`src/rtl/hfr_pkg.sv`:
```
// Shared types, constants and codes for the FTCS heat rod block.
package hfr_pkg;

  // Default sizes of the rod store.
  localparam int MAX_POINTS_DEF = 128;
  localparam int VALUE_BITS_DEF = 24;

  // Fixed widths of the configuration fields and the gain format.
  localparam int PTS_W     = 8;
  localparam int GAIN_W    = 16;
  localparam int GAIN_FRAC = 16;
  localparam int MIN_POINTS = 3;

  // Configuration port geometry and reset values.
  localparam int APB_DATA_W = 32;
  localparam int APB_ADDR_W = 3;
  localparam logic [PTS_W-1:0]  PTS_RESET  = PTS_W'(100);
  localparam logic [GAIN_W-1:0] GAIN_RESET = GAIN_W'(26214);

  // Register index, taken from paddr[2].
  typedef enum logic [0:0] {
    REG_POINTS = 1'b0,
    REG_GAIN   = 1'b1
  } reg_idx_e;

  // Request opcodes.
  typedef enum logic [1:0] {
    OP_WRITE = 2'd0,
    OP_READ  = 2'd1,
    OP_STEP  = 2'd2,
    OP_NOP   = 2'd3
  } op_e;

  // Source of the store's write port when the step pipeline is not writing.
  typedef enum logic [2:0] {
    WS_NONE   = 3'd0,
    WS_CLEAR  = 3'd1,
    WS_ACCESS = 3'd2,
    WS_BOUND  = 3'd3,
    WS_TAIL   = 3'd4
  } wsel_e;

  // Controller states.
  typedef enum logic [2:0] {
    ST_CLEAR   = 3'd0,
    ST_IDLE    = 3'd1,
    ST_ACCESS  = 3'd2,
    ST_STEP_RD = 3'd3,
    ST_DRAIN   = 3'd4,
    ST_TAIL    = 3'd5,
    ST_FINISH  = 3'd6
  } state_e;

  // Commands from the controller to the datapath.
  typedef struct packed {
    logic  in_take;
    logic  cnt_clr;
    logic  cnt_inc;
    logic  rd_step;
    wsel_e wsel;
    logic  sat_clr;
    logic  out_load;
  } hfr_cmd_t;

  // Status from the datapath to the controller.
  typedef struct packed {
    op_e  op;
    logic idx_bad;
    logic cnt_zero;
    logic clr_last;
    logic step_last;
    logic pipe_empty;
    logic out_free;
  } hfr_stat_t;

endpackage

```
`src/rtl/hfr_ctrl.sv`:
```
// Controller state machine: clear pass, request decode, step walk and result hand-off.
module hfr_ctrl
  import hfr_pkg::*;
(
  input  logic      clk_i,
  input  logic      rst_ni,
  input  logic      in_valid_i,
  output logic      in_stall_o,
  input  hfr_stat_t stat_i,
  output hfr_cmd_t  cmd_o
);

  state_e state_q, state_d;

  // State register; reset starts the clearing pass over the store.
  always_ff @(posedge clk_i or negedge rst_ni) begin
    if (!rst_ni) begin
      state_q <= ST_CLEAR;
    end else begin
      state_q <= state_d;
    end
  end

  // Next state.
  always_comb begin
    state_d = state_q;
    unique case (state_q)
      ST_CLEAR:   if (stat_i.clr_last) state_d = ST_IDLE;
      ST_IDLE:    if (in_valid_i) state_d = ST_ACCESS;
      ST_ACCESS:  state_d = (stat_i.op == OP_STEP) ? ST_STEP_RD : ST_FINISH;
      ST_STEP_RD: if (stat_i.step_last) state_d = ST_DRAIN;
      ST_DRAIN:   if (stat_i.pipe_empty) state_d = ST_TAIL;
      ST_TAIL:    state_d = ST_FINISH;
      ST_FINISH:  if (stat_i.out_free) state_d = ST_IDLE;
      default:    state_d = ST_IDLE;
    endcase
  end

  // Command outputs.
  always_comb begin
    cmd_o = '{in_take: 1'b0, cnt_clr: 1'b0, cnt_inc: 1'b0, rd_step: 1'b0,
              wsel: WS_NONE, sat_clr: 1'b0, out_load: 1'b0};
    unique case (state_q)
      ST_CLEAR: begin
        cmd_o.wsel    = WS_CLEAR;
        cmd_o.cnt_inc = 1'b1;
      end
      ST_IDLE: begin
        cmd_o.in_take = in_valid_i;
        cmd_o.cnt_clr = in_valid_i;
      end
      ST_ACCESS: begin
        cmd_o.sat_clr = 1'b1;
        if (stat_i.op == OP_WRITE && !stat_i.idx_bad) begin
          cmd_o.wsel = WS_ACCESS;
        end
      end
      ST_STEP_RD: begin
        // The first read of point zero sees its old value; the boundary lands with it.
        cmd_o.rd_step = 1'b1;
        cmd_o.cnt_inc = 1'b1;
        if (stat_i.cnt_zero) begin
          cmd_o.wsel = WS_BOUND;
        end
      end
      ST_DRAIN: ;
      ST_TAIL:   cmd_o.wsel = WS_TAIL;
      ST_FINISH: cmd_o.out_load = stat_i.out_free;
      default: ;
    endcase
  end

  assign in_stall_o = (state_q != ST_IDLE);

endmodule

```
`config.mk`:
```
export PLATFORM = sky130hd
export DESIGN_NAME = hfr_ctrl
export DESIGN_NICKNAME = d
export VERILOG_FILES = /design/src/rtl/hfr_pkg.sv /design/src/rtl/hfr_ctrl.sv
export SDC_FILE = /design/constraint.sdc
export NUM_CORES = 1
export LEC_CHECK = 0
export BUFFER_PORTS_ARGS = -buffer_cell sky130_fd_sc_hd__buf_2
export CAP_MARGIN = 20
export CORE_AREA = 2 2 39 41
export DETAILED_ROUTE_END_ITERATION = 8
export DIE_AREA = 0 0 41 43
export PLACE_DENSITY = 0.52
export SETUP_SLACK_MARGIN = 0.02
export SYNTH_ARGS = -nofsm -noshare
export SYNTH_HDL_FRONTEND = slang
export SYNTH_SLANG_ARGS = --single-unit
```
`constraint.sdc`:
```
create_clock -name clk_i -period 1.39 [get_ports clk_i]
set_input_delay 0.2085 -clock clk_i [delete_from_list [all_inputs] [get_ports clk_i]]
set_output_delay 0.2085 -clock clk_i [all_outputs]
set_load 0.02 [all_outputs]
```
==> out/results.txt <==
status: completed
share of the synthesized area in the top cell type: 23.90%
sw frac: 44.44%
via count: 408
drt pass-1 iters: 4
Pwr Density: 2375 nW/um^2
remaining global-route overflow: 0
Startpoint Class: flop
antenna cell count: 0
fin crit share: 99.86%
RePlAce Congestion: 0.7153
Tightest Pin Transition: 0.1960 ns
synth top area cells: dfrtp_1 24%, o21ai_0 8.0%, nor2_1 7.2%
largest net degree at the start of global routing: 12
Final Hold Viols: 0
critical path, cell by cell: nor2b_4 -> nand2b_4 -> nor2_4 -> buf_6
post-DP HPWL: 616.4 um
DRC errors left: 0
worst-case clock skew: 0.0009777 ns
register area share after synthesis: 23.90%
# setup viols final: 0
ys flop type: dfrtp_1
Area growth syn-to-layout: 90.44%
internal power: 0.7892 mW
biggest regs: state_q: 3 flops
NumNets Final: 86
start point of the critical path: state_q[1]
CTS HTree Levels: 1
I/O Buffers: 20
Worst EP arrival: 1.18 ns
final hold slack: 0.3025 ns
clock buffer depth: 2
number of flops mapped to enable cells by yosys: 0
Critical Path Sink: cmd_o[7]
drt wl/cell: 10.06 um
Rows: 14
worst reg-to-reg setup slack: 0.07 ns
crit-path max FO: 5
DIE AREA: 1763 sq um
first-pass GRT wire length: 1221 um
chip height: 43 um
Worst Setup End Kind: primary output
Worst path max stage delay: 0.45 ns
Fmax: 720.5 MHz
Largest Register: state_q
Leak Pwr: 0.2988 nW
cts bufs inserted: 3
overall routing resource usage: 10.25%
share of power burned in registers: 16.2%
width of the die: 41 um
DRT iter0 DRCs: 9
Tot Pwr: 1.421 mW
Root Driver: clkbuf_4
clk_lat worst skew: 0.23 ns
CTS tree: yes
Max Cap Violations: 0
Critical Path RT: 1.18 ns
Final ANT Viol Nets: 0
share of layout cells above drive strength 1: 59.46%
ys async rst share: 100.0%
Worst IR Drop VDD: 1.096 mV
crit path time final: 1.388 ns
Gate Count Post-Synth: 44
vias in the first global route: 350
clock share of power: 10.5%
NetSw: 0.6313 mW
vias per std cell: 4.533
most numerous cell in the Yosys netlist: nor2_1
reg2reg start: state_q[2]
max FFs per register: 3
critical path type: reg2out
Clk pin slew, worst setup/hold paths: 0.04 ns
Final Cell Area: 598.1 sq um
R2R Path End: state_q[0]
Post-Syn Area: 314.1 sq um
TNS Setup: 0 ns
Net Count, Synth: 55
Synth Warn #: 0
antenna violations before repair: 0
dpl ws: 0.1406 ns
Logic pwr share: 73.3%
relative slew slack: 86.80%
Netlist cell types: 22
Hold WC Path Type: in2async
Post-DP Area: 445.4 sq um
largest area contributor in the netlist: dfrtp_1
Seq cells post-synth: 3
synthesized area per cell: 7.138 sq um
clock sinks: 3
r2r worst-path depth: 4
IO Count: 21
setup ws final: 0.002008 ns
Slew Viols, Final: 0
RSZ-0062 raised after global routing: yes
total wire length: 905 um
Core Footprint: 1384 sq um
Synth top cells by count: 6 x nor2_1, 5 x nand2_1, 5 x o21ai_0
CP max stage cell: dfrtp_2
starting density of the core: 22.69%
==> how the worst min path moves through the flow <==
stage                             to  slack, ns  startpoint
after detailed placement  state_q[1]      0.006      rst_ni
after global routing      state_q[2]       0.31      rst_ni
after CTS                 state_q[0]       0.29      rst_ni
final                     state_q[0]       0.30      rst_ni
after global placement    state_q[1]      0.008      rst_ni
after floorplan           state_q[0]      -0.09      rst_ni
==> power groups by stage <==
stage,logic [mW],clock network (mW),registers [mW]
4_1_cts,0.978,0.160,0.232
3_3_place_gp,0.741,0,0.220
5_1_grt,1.13,0.166,0.237
2_1_floorplan,0.583,0,0.166
6_report,1.04,0.149,0.230
3_5_place_dp,0.740,0,0.218
==> cells in the final DEF, fill, tap and decap left out, drive strengths merged <==
cell / netlist / final
buf: 4 / 29
o21ai: 5 / 5
mux2: 1 / 1
mux2i: 1 / 1
and2: 1 / 1
nand2b: 3 / 3
dfrtp: 3 / 3
inv: 2 / 2
a32oi: 1 / 1
nor2b: 3 / 3
and3: 1 / 1
a211oi: 2 / 2
clkbuf: 0 / 4
nand2: 5 / 5
nor3: 1 / 1
dlygate4sd3: 0 / 1
o22ai: 1 / 1
a21o: 2 / 2
nor2: 6 / 6
nand3: 1 / 1
a21oi: 1 / 1
==> kinds of logic after synthesis <==
group           Yosys count  synth area share, %
mux                       2                6.773
buf+inv                   6                11.56
compound gates           12                25.50
simple gates             21                32.27
flops                     3                23.90
==> critical path: cells and delay by family (launching register included) <==
kind                   cells  cell delay, ns
buffers and inverters      1            0.12
DFF                        1            0.45
and+or+nand+nor            3            0.38
==> area by class of cell <==
cell class | instances | area (sq um)
Timing Repair Buffer | 30 | 212.7
Clock buffer | 4 | 26.28
Multi-Input combinational cell | 35 | 252.7
Sequential cell | 3 | 78.83
Tap cell | 16 | 20.02
Inverter | 2 | 7.507
Fill cell | 134 | 785.8
==> metal layers <==
metal	track usage [%]	vias to the layer above	share of wire [%]
li1	-	209	-
met1	10.97	184	41
met2	16.56	15	53
met3	1.571	0	6.5
met4	8.000	0	0
met5	0	-	0
==> metrics by stage <==
step | util (%) | std cells
after global placement | 32.19 | 80
final | 43.22 | 90
after floorplan | - | 44
after CTS | 41.59 | 89
after detailed placement | 32.19 | 80
after global routing | 43.22 | 90
==> what timing repair did <==
| item | 4_1_cts | 5_1_grt |
|---|---|---|
| pin swaps | 6 | 1 |
| hold endpoints to repair | 3 | 0 |
| setup buffers | 4 | 1 |
| gates resized for setup | 18 | 6 |
| setup endpoints to repair | 10 | 10 |
| hold buffers | 1 | 0 |
Note: power is estimated with default switching activity, not from simulation.
