$ cat config.mk
export PLATFORM = sky130hd
export DESIGN_NAME = hfr_regs
export DESIGN_NICKNAME = d
export VERILOG_FILES = /design/src/rtl/hfr_pkg.sv /design/src/rtl/hfr_regs.sv
export SDC_FILE = /design/constraint.sdc
export NUM_CORES = 1
export LEC_CHECK = 0
export BUFFER_PORTS_ARGS = -buffer_cell sky130_fd_sc_hd__clkbuf_2
export CORE_ASPECT_RATIO = 0.6
export CORE_MARGIN = 1
export CORE_UTILIZATION = 39
export CTS_CLUSTER_DIAMETER = 40
export DETAILED_ROUTE_END_ITERATION = 10
export GPL_ROUTABILITY_DRIVEN = 0
export PLACE_DENSITY = 0.8
export REMOVE_ABC_BUFFERS = 1
export SLEW_MARGIN = 25
export SYNTH_ARGS = -nofsm -noshare
export SYNTH_HDL_FRONTEND = slang
export SYNTH_SLANG_ARGS = --single-unit
$ cat constraint.sdc
create_clock -name clk_i -period 1.31 [get_ports clk_i]
set_clock_uncertainty 0.1 [all_clocks]
set_input_delay 0.262 -clock clk_i [delete_from_list [all_inputs] [get_ports clk_i]]
set_output_delay 0.262 -clock clk_i [all_outputs]
set_load 0.005 [all_outputs]
$ cat src/rtl/hfr_pkg.sv
// Shared types, constants and codes for the FTCS heat rod block.
package hfr_pkg;

  // Default sizes of the rod store.
  localparam int MAX_POINTS_DEF = 128;
  localparam int VALUE_BITS_DEF = 24;

  // Fixed widths of the configuration fields and the gain format.
  localparam int PTS_W     = 8;
  localparam int GAIN_W    = 16;
  localparam int GAIN_FRAC = 16;
  localparam int MIN_POINTS = 3;

  // Configuration port geometry and reset values.
  localparam int APB_DATA_W = 32;
  localparam int APB_ADDR_W = 3;
  localparam logic [PTS_W-1:0]  PTS_RESET  = PTS_W'(100);
  localparam logic [GAIN_W-1:0] GAIN_RESET = GAIN_W'(26214);

  // Register index, taken from paddr[2].
  typedef enum logic [0:0] {
    REG_POINTS = 1'b0,
    REG_GAIN   = 1'b1
  } reg_idx_e;

  // Request opcodes.
  typedef enum logic [1:0] {
    OP_WRITE = 2'd0,
    OP_READ  = 2'd1,
    OP_STEP  = 2'd2,
    OP_NOP   = 2'd3
  } op_e;

  // Source of the store's write port when the step pipeline is not writing.
  typedef enum logic [2:0] {
    WS_NONE   = 3'd0,
    WS_CLEAR  = 3'd1,
    WS_ACCESS = 3'd2,
    WS_BOUND  = 3'd3,
    WS_TAIL   = 3'd4
  } wsel_e;

  // Controller states.
  typedef enum logic [2:0] {
    ST_CLEAR   = 3'd0,
    ST_IDLE    = 3'd1,
    ST_ACCESS  = 3'd2,
    ST_STEP_RD = 3'd3,
    ST_DRAIN   = 3'd4,
    ST_TAIL    = 3'd5,
    ST_FINISH  = 3'd6
  } state_e;

  // Commands from the controller to the datapath.
  typedef struct packed {
    logic  in_take;
    logic  cnt_clr;
    logic  cnt_inc;
    logic  rd_step;
    wsel_e wsel;
    logic  sat_clr;
    logic  out_load;
  } hfr_cmd_t;

  // Status from the datapath to the controller.
  typedef struct packed {
    op_e  op;
    logic idx_bad;
    logic cnt_zero;
    logic clr_last;
    logic step_last;
    logic pipe_empty;
    logic out_free;
  } hfr_stat_t;

endpackage

$ cat src/rtl/hfr_regs.sv
// APB configuration registers: point count and diffusion gain.
module hfr_regs
  import hfr_pkg::*;
(
  input  logic                  clk_i,
  input  logic                  rst_ni,
  input  logic                  psel,
  input  logic                  penable,
  input  logic                  pwrite,
  input  logic [APB_ADDR_W-1:0] paddr,
  input  logic [APB_DATA_W-1:0] pwdata,
  output logic [APB_DATA_W-1:0] prdata,
  output logic                  pready,
  output logic [PTS_W-1:0]      points_o,
  output logic [GAIN_W-1:0]     gain_o
);

  logic [PTS_W-1:0]  points_q;
  logic [GAIN_W-1:0] gain_q;
  logic              wr_en;
  reg_idx_e          sel_reg;

  assign pready  = 1'b1;
  assign wr_en   = psel & penable & pwrite;
  assign sel_reg = reg_idx_e'(paddr[2]);

  // Register writes in the access phase.
  always_ff @(posedge clk_i or negedge rst_ni) begin
    if (!rst_ni) begin
      points_q <= PTS_RESET;
      gain_q   <= GAIN_RESET;
    end else if (wr_en) begin
      unique case (sel_reg)
        REG_POINTS: points_q <= pwdata[PTS_W-1:0];
        REG_GAIN:   gain_q   <= pwdata[GAIN_W-1:0];
        default:    ;
      endcase
    end
  end

  // Read mux.
  always_comb begin
    unique case (sel_reg)
      REG_POINTS: prdata = APB_DATA_W'(points_q);
      REG_GAIN:   prdata = APB_DATA_W'(gain_q);
      default:    prdata = '0;
    endcase
  end

  assign points_o = points_q;
  assign gain_o   = gain_q;

endmodule

==> summary by stage <==
Run status
The run finished, with violations left. The checks that failed: negative setup slack.

Setup path
The worst endpoint data arrival time is 1.06 ns. The worst setup path is captured at a primary output. The worst stage delay on the critical path is 0.56 ns.

The path depth of the worst reg2reg path is 3. The launch instance of the worst register-to-register path is points_o[7]. The highest-delay cell along the critical path is sky130_fd_sc_hd__dfstp_2. STA classifies the critical path startpoint as a flip-flop. The critical path goes through mux2_4 > clkbuf_2. The slack of the worst reg-to-reg path is 0.21 ns. The highest net fanout along the worst path is 3. The endpoint required time on the critical path is 0.95 ns. The critical path starts at gain_o[1].

The start-to-end type of the worst setup path is flip-flop to primary output.

Floorplanning
The die outline height is 46.1 um. The overall die area is 3490 um2. The number of top-level pins is 97. The core region is 2980 um2. Row generation in the floorplan step produced 15 rows. For this configuration, the core starts out at a cell density of 42.4%. The die width is 75.6 um.

STA
The count of endpoints failing hold in the final timing report is 0. The timing-limited maximum frequency is 703 MHz. Setup violations remaining at the end of the flow were counted as 20.

Summed over all failing endpoints, the final setup total negative slack is -1.25 ns. The worst path uses 109% of the clock period. The post-layout minimum cycle time is 1.42 ns.

The final-report max-slew violation count is 0. At the pin with the least slew margin, the transition time is 0.583 ns. Setup repair after global routing could not meet its margin everywhere. The setup slack of the critical path after layout is -0.113 ns. The worst slew margin relative to its limit is 61.1%. The worst hold margin is 0.125 ns.

Clock tree
The clock reaches the later pin of the worst-skew pair after 0.26 ns. TritonCTS built the clock tree. In this run the clock root is driven by a sky130_fd_sc_hd__clkbuf_8. The maximum number of buffers from clock root to sink is 2. The clock sink total is 24. In this run, CTS created clock tree buffers numbering 3. In this run the number of H-tree levels came out at 1. The clock transition at the register clock pins on the worst setup and hold paths after CTS is 0.08 ns.

Layout
The proportion of layout cells with a drive suffix above 1 is 79.7%. The final net count is 218. The count of cells in the finished layout, fillers not included, comes to 219. The diode insertion count for antenna repair is 0. Compared with the post-synthesis result, the final layout area differs by 54.3%. The footprint of the flip-flops and latches is 614 um2. The area of all placed cells without fillers is 1950 um2. The number of filler instances in the final layout is 237.

Summing all multi-input logic gate instances after layout gives 591 um2.

Global routing
The total congestion overflow is 0. Entering global routing, the biggest net connects 25 pins. The first global-routing pass estimated 4.08 mm of wire.

The initial antenna violation count came to 0. The number of global-route vias before repair is 888. The global-route usage over all layers is 16.8%.

Pwr
The leakage power figure is 1.05 nW. The worst-case vdd ir drop is 911 uV. Dividing total power by cell area gives a power density of 1360 nW/um2.

Min path
The path class of the tightest hold or removal check is input pin to flip-flop. The instance count along the most critical hold path is 2. The startpoint of the most critical hold path is pwdata[8].

Synthesis
Counting every instance in the synthesized netlist gives 88. Ranked by instance count, the synthesized netlist is headed by sky130_fd_sc_hd__mux2_2, sky130_fd_sc_hd__buf_4, sky130_fd_sc_hd__dfrtp_1. After Yosys synthesis, XOR and XNOR cells account for 0% of the synthesized area. The most instantiated flip-flop cell in the synthesis netlist is sky130_fd_sc_hd__dfrtp_1. The total of flip-flops plus latches after synthesis is 24. The biggest area contributor in the post-synthesis netlist is sky130_fd_sc_hd__dfrtp_1.

The fraction of the mapped netlist area in simple logic gates is 7.51%. The synthesized-area fraction occupied by ao, oa, aoi and oai cells is 0%. The area fraction of the dominant cell type after synthesis is 25.7%. The synthesized-area fraction occupied by adder cells is 0%. The count of warnings emitted by yosys is 0.

After synthesis, the mean cell area works out to 14.4 um2. Sorting the synthesized cells by area gives the leading types as sky130_fd_sc_hd__dfrtp_1, sky130_fd_sc_hd__dfstp_2, sky130_fd_sc_hd__mux2_2. The summed instance area of the synthesized netlist is 1270 um2. The largest family of logic cells by synthesized area is multiplexers. Synthesis instantiated 11 different standard cells from the library. The share of the Yosys chip area taken by registers is 48.5%.

By instance count, the leading cell after synthesis is sky130_fd_sc_hd__mux2_2. The share of synthesized area spent on multiplexers is 31.4%. The number of enable-type register cells in the synthesized netlist is 0. Of all flip-flops after synthesis, the portion carrying an async set or reset was 100%.

Place
The cell count after placement is 194. The detailed-placement wirelength estimate is 2.07 mm. The cell area after placement is 1590 um2. The count of port buffers added during placement is 61.

Routing
The count of unresolved DRC violations after routing is 0. Summing over every cut layer, the via total after detailed routing is 946. After detailed routing, the average wire length per cell comes to 13.5 um. After the first detailed-routing iteration, the DRC count stood at 3.

The remaining antenna violation count after routing is 0. The total iterations of the first detailed-routing run is 2. The routed wire length is 2.96 mm. The routed via count divided by cell count is 4.32.

Run
The count of max-cap constraint violations is 0.
[sequential cells by signal (all words and copies together) (netlist names)]
signal	flops
points_o	8
gain_o	16
[layout make-up]
type | instances | area share, %
well taps | 42 | 2.69
multi-input cells | 59 | 30.2
clock buffers | 4 | 2.82
repair buffers | 90 | 32.8
flip-flops and latches | 24 | 31.4
[through the flow]
| step | power, mW | setup WS, ns | utilization [%] |
|---|---|---|---|
| 6_report | 2.66 | -0.113 | 65.5 |
| 5_1_grt | 2.83 | -0.149 | 65.5 |
| 4_1_cts | 2.42 | -0.114 | 59.5 |
| 3_5_place_dp | 1.78 | -0.151 | 53.2 |
| 3_3_place_gp | 1.74 | -0.128 | 53.2 |
| 2_1_floorplan | 1.40 | 0.187 | - |
[layer usage]
layer  share of wire [%]  up-vias  GRT usage (%)
met3                 6.2        0           6.78
met1                  38      466           18.1
li1                    -      443              -
met4                   0        0           4.81
met2                  55       37           30.9
met5                   0        -              0
[timing repair]
item / 4_1_cts / 5_1_grt
pin swaps: 4 / 3
endpoints found under the setup margin: 12 / 25
gates resized for setup: 8 / 27
gates cloned: 0 / 0
buffers inserted: 12 / 8
hold buffers: 1 / 0
endpoints found under the hold margin: 13 / 0
[cells by family after synthesis]
kind of cell	count (synthesis)
buffers and inverters	20
DFF	24
muxes	32
other	2
and+or+nand+nor	10
[worst max-delay path, delay by kind of cell (launching register included)]
family,cells,cell delay [ns]
flip-flops,1,0.56
multiplexers,1,0.14
buffers and inverters,1,0.10
[final timing paths]
path                               endpoint
worst max-delay path              prdata[1]
worst min-delay path              gain_o[8]
worst max register to register  points_o[7]
worst min register to register    gain_o[8]
max in group asynchronous         gain_o[7]
min in group asynchronous         gain_o[3]
[layout by cell type (no fill, tap or decap)]
| cell | instances |
|---|---|
| sky130_fd_sc_hd__nand4_4 | 1 |
| sky130_fd_sc_hd__conb_1 | 17 |
| sky130_fd_sc_hd__dfrtp_1 | 13 |
| sky130_fd_sc_hd__clkbuf_2 | 47 |
| sky130_fd_sc_hd__dfstp_2 | 11 |
| sky130_fd_sc_hd__nand4b_4 | 1 |
| sky130_fd_sc_hd__and2_1 | 5 |
| sky130_fd_sc_hd__dlygate4sd3_1 | 1 |
| sky130_fd_sc_hd__mux2_2 | 15 |
| sky130_fd_sc_hd__buf_6 | 20 |
| sky130_fd_sc_hd__buf_4 | 21 |
| sky130_fd_sc_hd__mux2_4 | 17 |
| sky130_fd_sc_hd__clkbuf_8 | 5 |
| sky130_fd_sc_hd__and2_4 | 3 |
[report_power, final]
group	total [mW]	leakage, nW	switching [mW]	internal, mW
Combinational	1.10	0.752	0.351	0.750
Clock	0.489	0.0288	0.221	0.268
Sequential	1.07	0.272	0.112	0.961
Total	2.66	1.05	0.684	1.98
Power figures use the tool's default switching activity.
